===== config.mk =====
export PLATFORM = sky130hd
export DESIGN_NAME = ppu_ram
export DESIGN_NICKNAME = d
export VERILOG_FILES = /design/src/ppu_ram.sv
export SDC_FILE = /design/constraint.sdc
export NUM_CORES = 1
export LEC_CHECK = 0
export ABC_AREA = 1
export ABC_CLOCK_PERIOD_IN_PS = 2300
export BUFFER_PORTS_ARGS = -buffer_cell sky130_fd_sc_hd__clkbuf_2
export CELL_PAD_IN_SITES_DETAIL_PLACEMENT = 1
export CELL_PAD_IN_SITES_GLOBAL_PLACEMENT = 1
export CORE_MARGIN = 1
export CORE_UTILIZATION = 51
export DETAILED_ROUTE_END_ITERATION = 10
export PLACE_DENSITY_LB_ADDON = 0.25
export SETUP_SLACK_MARGIN = 0.1
export SLEW_MARGIN = 20
export SYNTH_ARGS = -nofsm -noshare
export SYNTH_HDL_FRONTEND = slang
export SYNTH_SLANG_ARGS = --single-unit

===== constraint.sdc =====
create_clock -name clk -period 2.3 [get_ports clk]
set_input_delay 0.23 -clock clk [delete_from_list [all_inputs] [get_ports clk]]
set_output_delay 0.23 -clock clk [all_outputs]
set_load 0.01 [all_outputs]

===== src/ppu_ram.sv =====
// Generic single-port-write, single-port-read RAM with a registered read.
// No dependencies.
module ppu_ram #(
	parameter int WIDTH = 8,
	parameter int DEPTH = 64
) (
	input  logic                                     clk,
	input  logic                                     we,
	input  logic [((DEPTH > 1) ? $clog2(DEPTH) : 1)-1:0] waddr,
	input  logic [WIDTH-1:0]                         wdata,
	input  logic                                     re,
	input  logic [((DEPTH > 1) ? $clog2(DEPTH) : 1)-1:0] raddr,
	output logic [WIDTH-1:0]                         rdata
);

	logic [WIDTH-1:0] mem_q [DEPTH];

	// Write port.
	always_ff @(posedge clk) begin
		if (we) begin
			mem_q[waddr] <= wdata;
		end
	end

	// Registered read, held while re is low.
	always_ff @(posedge clk) begin
		if (re) begin
			rdata <= mem_q[raddr];
		end
	end

endmodule


==> Word level (Yosys, flattened, before mapping) <==
Memories as Yosys holds them, arrays and structs flattened. A register that Yosys moved wholly into a read port is not among the register bits.
Index checks and enable logic that the tools add are counted.
{ "op_classes": {"muxes": 2} }
{ "ops": {"columns": ["cell", "n"], "rows": [
  ["2-to-1 mux 1 bit", 2]
]} }
{ "totals": {"mem_count": 1, "ramBits": 512, "output_inout_bits": 8, "word_cells": 3, "inputBits": 23, "reg_bits": 0} }
{ "mem_list": {"columns": ["name", "depth", "word_bits", "rd", "rd_clocked_by_memory_dff", "wr", "line", "text"], "rows": [
  ["mem_q", 64, 8, 1, 1, 1, "16", "logic [WIDTH-1:0] mem_q [DEPTH];"]
]} }

==> Longest topological paths before layout <==
Gate-level depths: netlist (run 1).
{ "logic_depth": {"ltp_word": 2, "depth_mapped": 12, "ltp_nobuf": 9} }

==> Worst setup path before layout (run 1) <==
OpenSTA, ideal clock, no wires.
{ "synth_timing": {"path_type": "input -> register", "start": "input port we", "end": "memory mem_q[48][0] (enable)", "required_time_ns": 1.905, "arrival_ns": 1.601, "path_stages": 3, "path_slack_ns": 0.304, "setup_time_ns": 0.395, "n_path_buf": 1, "cell_sequence": "clkbuf_1 > nand4_1 > nor4_1"} }
{ "synth_between": {"elab_chain_len": 2} }
{ "synth_lines": {"columns": ["element", "line", "text"], "rows": [
  ["start: declaration", "8", "input logic we,"],
  ["2-to-1 mux 1 bit", "20", "if (we) begin"],
  ["2-to-1 mux 1 bit (implied by the code)", "21", "mem_q[waddr] <= wdata;"],
  ["end: declaration", "16", null]
]} }
No other way between the ends.

==> impl_metrics.json, run 1 <==
{
  "status": "finished with violations",
  "violations": "design-rule violations",
  "gp_congestion": 0.813,
  "power.density_mw_per_mm2": 844,
  "nets": 1908,
  "synth_simple_gate_area_share_pct": 23.1,
  "path_class": "register to register",
  "htreeDepth": 2,
  "grt_first_pass_wirelength_mm": 93.9,
  "cts_setup_buffers": 0,
  "critPathLaunchType": "register",
  "clock_sinks": 520,
  "slew_headroom_pct": 47.2,
  "synth.cell_area_mm2": 0.0214,
  "ir_worst_vdd_mv": 0.622,
  "period_share_pct": 69.4,
  "fin_tns_setup_ns": 0,
  "drtIter0Drc": 1538,
  "finalSetupViolations": 0,
  "synth_compound_area_share_pct": 0,
  "die_x_um": 207,
  "synth_top_family_by_area": "simple AND/OR/NAND/NOR gates",
  "overflow": 0,
  "met3_length_mm": 3.93,
  "syn_nets": 1828,
  "clock_path_buffers": 3,
  "grt_pass1_vias": 15300,
  "wirelength_met1_mm": 24.9,
  "die_area_mm2": 0.0428,
  "skew_ns": 0.0307,
  "highest_layer": "met4",
  "cts_tree": "yes",
  "final_util_pct": 58.8,
  "num_rows": 74,
  "drtPass1Iterations": 8,
  "cts_hold_buf": 0,
  "crit_required_ns": 2.65,
  "pre_cts_slack_ns": 0.262,
  "track_usage_pct": 29.9,
  "final_cells": 2462,
  "crit_path_max_incr_delay_ns": 0.39,
  "drc": 2,
  "clkLatencyLatePin_ns": 0.61,
  "port_buffers": 30,
  "initial_core_util_pct": 52.1,
  "cts_buffers": 54,
  "num_vias": 14700,
  "final_area_mm2": 0.0242,
  "dp_hpwl_mm": 38.0,
  "wl_mm": 62.0,
  "grt_antenna_before_repair": 2,
  "crit_chain": "nand2_1 > nand3_1 > nand3_1 > nand2_1 > nand2_1 > nand3_1 > nand3_1 > nand2_1",
  "area_delta_synth_final_pct": 12.8,
  "arrival_ns": 1.94,
  "ys_ff_latch": 520,
  "post_cts_resized": 0,
  "cp_num_buf_inv": 0,
  "placed_cell_area_mm2": 0.0225,
  "ys_seq_area_share_pct": 72.9,
  "hold_viol": 0,
  "design.core.area_mm2": 0.0411,
  "vias_per_cell": 5.96,
  "holdWs_ns": 0.0923,
  "cp_slowest_cell": "edfxtp_1",
  "ys.warnings.count": 0,
  "layout_min_cycle_time_ns": 1.60,
  "ant_nets": 0,
  "fillCellCount": 4228,
  "drive_gt1_share_pct": 10.9,
  "synthDistinctLibCells": 15,
  "finalPower_mw": 20.4,
  "wire_per_inst_um": 25.2,
  "cp_max_fo": 1,
  "tightestPinTransition_ns": 0.789,
  "maxCapViolCount": 0,
  "synthAdderAreaFrac_pct": 0,
  "rsz0062_at_grt": "no",
  "path_delay_family": "simple AND/OR/NAND/NOR gates",
  "ioPinCount": 31,
  "synthXorXnorAreaFrac_pct": 0,
  "cts-root-buf": "clkbuf_16",
  "p_leak_nw": 8.84,
  "worst_hold_path_type": "input port to register",
  "syn_inst": 1805,
  "fin_ws_ns": 0.703,
  "grt_max_degree": 97,
  "dp_cells": 2361,
  "critPathCaptureType": "register",
  "synth.area.mux_share_pct": 0,
  "drv_slew": 0,
  "postSynthAreaPerCell_um2": 11.9,
  "die_y_um": 207,
  "wl_met2_mm": 31.4,
  "clk_pin_slew_ns": 0.06,
  "max_freq_mhz": 626
}
==> cell type report <==
type	instances	area, um2	area share (%)
clock inverters	29	259	1.07
repair buffers	137	1180	4.87
well taps	532	666	2.76
multi-input cells	1160	4950	20.5
flip-flops and latches	520	15600	64.6
inverters	12	52.6	0.218
clock buffers	70	1430	5.93
diodes	2	5.00	0.0207
==> metal layers <==
metal	up-vias	GRT usage (%)
met5	-	0
met4	0	9.78
met3	118	4.16
met2	548	50.9
met1	7469	39.6
li1	6529	-
==> worst register-to-register path, delay by kind of cell, from the launching register on <==
| kind | cells | cell delay [ns] |
|---|---|---|
| and+or+nand+nor | 8 | 0.94 |
| DFF | 1 | 0.39 |
==> cells in the mapped netlist <==
master | count | area share (%)
nand2_1 | 648 | 11
clkbuf_1 | 15 | 0.26
inv_2 | 1 | 0.018
nand3_1 | 439 | 10
inv_1 | 10 | 0.18
nor2_1 | 56 | 0.98
buf_4 | 14 | 0.49
buf_1 | 10 | 0.18
nor4_1 | 8 | 0.23
buf_2 | 37 | 0.86
nand4_1 | 9 | 0.26
inv_6 | 1 | 0.041
edfxtp_1 | 520 | 73
buf_8 | 2 | 0.14
buf_6 | 35 | 1.8
==> sequential cells by signal, summed over array words and instances, names as in the netlist <==
register,flops
mem_q,512
rdata,8
==> kinds of logic (layout without fill, tap and decap cells) <==
logic type | count (synthesis) | in the layout
buffers and inverters | 125 | 248
DFF | 520 | 520
other | 0 | 2
and+or+nand+nor | 1160 | 1160
==> where the power goes <==
| part | internal [mW] | leakage, nW | switching [mW] | total [mW] |
|---|---|---|---|---|
| logic | 0.338 | 3.33 | 0.987 | 1.32 |
| registers | 10.5 | 4.69 | 0.0299 | 10.5 |
| clock network | 4.92 | 0.824 | 3.59 | 8.51 |
| total | 15.8 | 8.84 | 4.61 | 20.4 |
==> worst paths after layout <==
| check | start | slack [ns] | end | cells after the start |
|---|---|---|---|---|
| max | mem_q[15][2] | 0.70 | rdata[2] | 8 |
| min | re | 0.09 | rdata[4] | 1 |
| max reg2reg | mem_q[15][2] | 0.70 | rdata[2] | 8 |
| min reg2reg | mem_q[52][3] | 0.92 | rdata[3] | 8 |
==> cells in the final DEF (no fill, tap or decap) <==
cell / synthesis / final
nor2_1: 56 / 56
clkinvlp_4: 0 / 1
inv_6: 1 / 2
inv_1: 10 / 8
nand3_1: 439 / 439
nor4_1: 8 / 8
clkinv_1: 0 / 14
buf_4: 14 / 91
nand2_1: 648 / 648
nand4_1: 9 / 9
edfxtp_1: 520 / 520
inv_4: 0 / 1
bufinv_16: 0 / 5
diode_2: 0 / 2
clkbuf_2: 0 / 28
buf_12: 0 / 17
inv_2: 1 / 2
clkbuf_16: 0 / 55
clkbuf_1: 15 / 15
clkinv_2: 0 / 8
clkbuf_8: 0 / 1
No activity file was read; power rests on OpenSTA's default activity.
==> run 2, diff against run 1 <==
ABC_CLOCK_PERIOD_IN_PS = 1540   (was 2300)
clock period = 1.54 ns   (was 2.3 ns; I/O delays follow)
==> run 2 against run 1 <==
Effect of this change:
- the flow still finishes with violations (design-rule violations)
- sequential power increased by 50%
- setup slack lost 0.59 ns
- via count rose by 1.3%
- utilization is 2.6 points higher
- global-route usage grew 0.30 points
- critical path depth down 7
- clock power up 39%
- combinational power up 77%
- cell count rose by 1.5%
- highest routed layer unchanged
==> impl_metrics.json, run 2 (synthesized netlist as in run 1, its figures left out) <==
{
  "path_delay_family": "flip-flops",
  "skew_ns": 0.0134,
  "status": "finished with violations",
  "final_cell_mix": "634 x nand2_1, 520 x edfxtp_1, 381 x nand3_1",
  "cp_slowest_cell": "edfxtp_1",
  "drv_slew": 0,
  "die_x_um": 207,
  "drc": 2,
  "crit_path_max_incr_delay_ns": 0.50,
  "placed_cell_area_mm2": 0.0233,
  "nets": 1954,
  "drtPass1Iterations": 8,
  "violations": "design-rule violations",
  "pre_cts_slack_ns": -0.350,
  "power.density_mw_per_mm2": 1190,
  "clkLatencyLatePin_ns": 0.60,
  "worstHoldPathCells": 2,
  "ff2ff_setup_slack_ns": 0.13,
  "ant_nets": 0,
  "period_share_pct": 92.7,
  "critPathLaunchType": "register",
  "final_area_mm2": 0.0252,
  "final_common_cell": "nand2_1",
  "design.core.area_mm2": 0.0411,
  "arrival_ns": 1.27,
  "grt_max_degree": 83,
  "top_regs": "mem_q x512, rdata x8",
  "grt_antenna_before_repair": 0,
  "final_util_pct": 61.4,
  "num_rows": 74,
  "area_delta_synth_final_pct": 17.8,
  "crit_required_ns": 1.39,
  "ioPinCount": 31,
  "rsz0062_at_grt": "yes",
  "diodes": 0,
  "cts_tree": "yes",
  "fin_ws_ns": 0.112,
  "tightestPinTransition_ns": 0.873,
  "num_vias": 14900,
  "track_usage_pct": 30.2,
  "gp_congestion": 0.852,
  "reg2regPathDepth": 8,
  "path_class": "register to primary output",
  "htreeDepth": 2,
  "hold_viol": 0,
  "hold_start": "wdata[0]",
  "vias_per_cell": 5.94,
  "p_leak_nw": 9.23,
  "critPathCaptureType": "primary output",
  "grt_pass1_vias": 15600,
  "wire_per_inst_um": 25.4,
  "clock_path_buffers": 3,
  "layout_min_cycle_time_ns": 1.43,
  "hold_end": "mem_q[41][0]",
  "cp_num_buf_inv": 1,
  "worst_hold_path_type": "input port to register",
  "drtIter0Drc": 1230,
  "crit_chain": "clkbuf_2",
  "cp_max_fo": 1,
  "cts_buffers": 53,
  "finalSetupViolations": 0,
  "wl_mm": 63.4,
  "r2r-start": "mem_q[43][7]",
  "clock_sinks": 520,
  "clk_pin_slew_ns": 0.06,
  "regMostFlops": "mem_q",
  "dp_hpwl_mm": 38.1,
  "fin_tns_setup_ns": 0,
  "initial_core_util_pct": 52.1,
  "die_y_um": 207,
  "cts-root-buf": "clkbuf_16",
  "overflow": 0,
  "slew_headroom_pct": 41.6,
  "largest_reg_flops": 512,
  "grt_first_pass_wirelength_mm": 94.0,
  "maxCapViolCount": 0,
  "ir_worst_vdd_mv": 1.02,
  "die_area_mm2": 0.0428,
  "r2r_end": "rdata[7]",
  "port_buffers": 30,
  "max_freq_mhz": 700,
  "drive_gt1_share_pct": 18.0
}
==> run 2: routing by layer <==
layer  up-vias  track usage [%]  wire length (um)
met5         -                0                 0
met4         0             10.8              2050
met3       135             5.23              3880
met2       513             51.1             32000
met1      7601             39.1             25500
li1       6609                -                 -
==> run 2: power breakdown <==
part / internal [mW] / total [mW] / switching, mW
clock network: 6.60 / 11.8 / 5.22
registers: 15.7 / 15.8 / 0.0524
logic: 0.717 / 2.33 / 1.61
==> run 2: final cells by class <==
class                   count  area, um2
well taps                 532        666
multi-input cells        1160       5460
repair buffers            184       1870
fillers                  4100      15900
clock inverters            26        135
flip-flops and latches    520      15600
inverters                  12       71.3
clock buffers              66       1420
==> run 2: timing repair <==
action | in CTS | in global routing
pin swaps | 1 | 20
gates resized for setup | 10 | 62
hold buffers | 2 | 0
buffers inserted | 0 | 0
setup endpoints to repair | 6 | 10
hold endpoints to repair | 10 | 0
==> run 2: worst reg2reg max path, delay by kind of cell (launching register included) <==
family,cells,cell delay [ns]
flops,1,0.37
simple gates,8,0.80
==> run 2: through the flow <==
step / std cells / hold WS (ns) / total power, mW
global route: 2500 / 0.0715 / 30.7
floorplan: 1805 / 0.253 / 17.2
CTS: 2500 / 0.0604 / 30.0
finish: 2500 / 0.0714 / 29.9
detailed placement: 2406 / 0.602 / 18.2
global placement: 2406 / 0.603 / 18.1
==> run 2: how the worst max path moves through the flow <==
| stage | from | end | slack [ns] | cells after the start |
|---|---|---|---|---|
| 2_1_floorplan | we | mem_q[48][0] | -0.17 | 3 |
| 3_3_place_gp | raddr[1] | rdata[2] | -0.31 | 11 |
| 3_5_place_dp | raddr[1] | rdata[1] | -0.35 | 11 |
| 4_1_cts | rdata[4] | rdata[4] | 0.09 | 1 |
| 5_1_grt | mem_q[43][7] | rdata[7] | 0.02 | 8 |
| 6_report | rdata[4] | rdata[4] | 0.11 | 1 |
==> run 3, diff against run 2 <==
SETUP_SLACK_MARGIN = 0.2   (was 0.1)
SKIP_CTS_REPAIR_TIMING = 1   (was unset)
==> run 3 against run 2 <==
Effect of this change:
- the run still ends with design-rule violations left
- sequential power hardly changed
- count of clock-buffer cells in the layout is 3 lower
- sequential share of layout area is 3.0 points lower
- largest cell class unchanged
- utilization is 3.1 points higher
==> impl_metrics.json, run 3 (synthesized netlist as in run 1, its figures left out) <==
{
  "status": "finished with violations",
  "violations": "design-rule violations",
  "fillCellCount": 3967,
  "top_regs": "mem_q x512, rdata x8",
  "drtIter0Drc": 1518,
  "dp_hpwl_mm": 38.9,
  "tightestPinTransition_ns": 0.724,
  "wire_per_inst_um": 26.4,
  "critPathLaunchType": "register",
  "hold_start": "wdata[1]",
  "htreeDepth": 2,
  "cp_max_fo": 1,
  "num_rows": 74,
  "gp_congestion": 0.856,
  "drtPass1Iterations": 10,
  "period_share_pct": 92.9,
  "design.core.area_mm2": 0.0411,
  "drive_gt1_share_pct": 28.7,
  "power.density_mw_per_mm2": 1180,
  "grt_first_pass_wirelength_mm": 94.7,
  "grtUsageMet2_pct": 51.9,
  "grt_max_degree": 65,
  "path_class": "register to register",
  "vias_per_cell": 6.04,
  "area_delta_synth_final_pct": 23.7,
  "wl_mm": 65.8,
  "regMostFlops": "mem_q",
  "die_area_mm2": 0.0428,
  "cts_tree": "yes",
  "arrival_ns": 1.79,
  "overflow": 0,
  "final_common_cell": "nand2_1",
  "diodes": 0,
  "ioPinCount": 31,
  "final_cell_mix": "564 x nand2_1, 520 x edfxtp_1, 266 x nand3_1",
  "rsz0062_at_grt": "yes",
  "clk_pin_slew_ns": 0.07,
  "drv_slew": 0,
  "num_vias": 15100,
  "final_util_pct": 64.5,
  "critPathCaptureType": "register",
  "reg2regPathDepth": 8,
  "port_buffers": 30,
  "r2r_end": "rdata[2]",
  "clkLatencyLatePin_ns": 0.61,
  "r2r-start": "mem_q[2][2]",
  "cts_buffers": 52,
  "dp_cells": 2398,
  "slew_headroom_pct": 51.7,
  "final_cells": 2494,
  "ir_worst_vdd_mv": 1.33,
  "grt_util_met1_pct": 39.1,
  "p_leak_nw": 9.57,
  "grt_antenna_before_repair": 0,
  "worst_hold_path_type": "input port to register",
  "layout_min_cycle_time_ns": 1.43,
  "clock_sinks": 520,
  "largest_reg_flops": 512,
  "track_usage_pct": 30.3,
  "cts-root-buf": "clkbuf_16",
  "worstHoldPathCells": 2,
  "die_y_um": 207,
  "ff2ff_setup_slack_ns": 0.11,
  "finalSetupViolations": 0,
  "grt_pass1_vias": 15700,
  "hold_end": "mem_q[57][1]",
  "top_usage_layer": "met2",
  "maxCapViolCount": 0,
  "initial_core_util_pct": 52.1,
  "nets": 1944,
  "finalPower_mw": 31.3,
  "grt_use_met3_pct": 5.10,
  "skew_ns": 0.0170,
  "drc": 3,
  "ant_nets": 0,
  "clock_path_buffers": 3,
  "crit_required_ns": 1.90,
  "max_freq_mhz": 699,
  "die_x_um": 207,
  "hold_viol": 0
}
## run 3: stage by stage
| stage | area (um2) | setup TNS, ns | setup slack (ns) | hold slack [ns] |
|---|---|---|---|---|
| final | 26500 | 0 | 0.110 | 0.00407 |
| after CTS | 25300 | -0.0382 | -0.0382 | -0.0456 |
| after floorplan | 21800 | -24.67 | -0.167 | 0.253 |
| after global routing | 26500 | 0 | 0.0431 | 0.0116 |
| after global placement | 23600 | -1.87 | -0.294 | 0.592 |
| after detailed placement | 23600 | -2.22 | -0.332 | 0.598 |
## run 3: how the worst max path moves through the flow
stage                             from      endpoint  slack [ns]  cells after the start
final                      mem_q[2][2]      rdata[2]        0.11                      8
after global routing       mem_q[2][2]      rdata[2]        0.04                      8
after CTS                 mem_q[54][5]      rdata[5]       -0.04                      8
after detailed placement      raddr[0]      rdata[6]       -0.33                     12
after global placement        raddr[0]      rdata[0]       -0.29                     12
after floorplan                     we  mem_q[48][0]       -0.17                      3
## run 3: layout make-up
type | count | area (um2) | area share, %
Clock inverter | 32 | 337 | 1.27
Clock buffer | 63 | 1360 | 5.15
Sequential cell | 520 | 15600 | 58.9
Multi-Input combinational cell | 1160 | 6430 | 24.2
Timing Repair Buffer | 175 | 2030 | 7.64
Inverter | 12 | 71.3 | 0.269
Tap cell | 532 | 666 | 2.51
## run 3: metal layers
layer | part of all wire, % | vias to the layer above
met5 | 0 | -
met4 | 3.3 | 0
met3 | 5.6 | 146
met2 | 52 | 530
met1 | 39 | 7776
li1 | - | 6606
## run 3: critical path, stage by stage (launching register included)
cell and delay [ns]:
edfxtp_1 0.43, nand2_1 0.11, nand3_1 0.11, nand3_1 0.12
nand2_1 0.07, nand2_1 0.08, nand3_2 0.10, nand3_4 0.10
nand2_2 0.05
## run 3: where the power goes
part | switching (mW) | internal (mW)
clock network | 5.50 | 7.46
registers | 0.0444 | 15.7
logic | 1.79 | 0.809
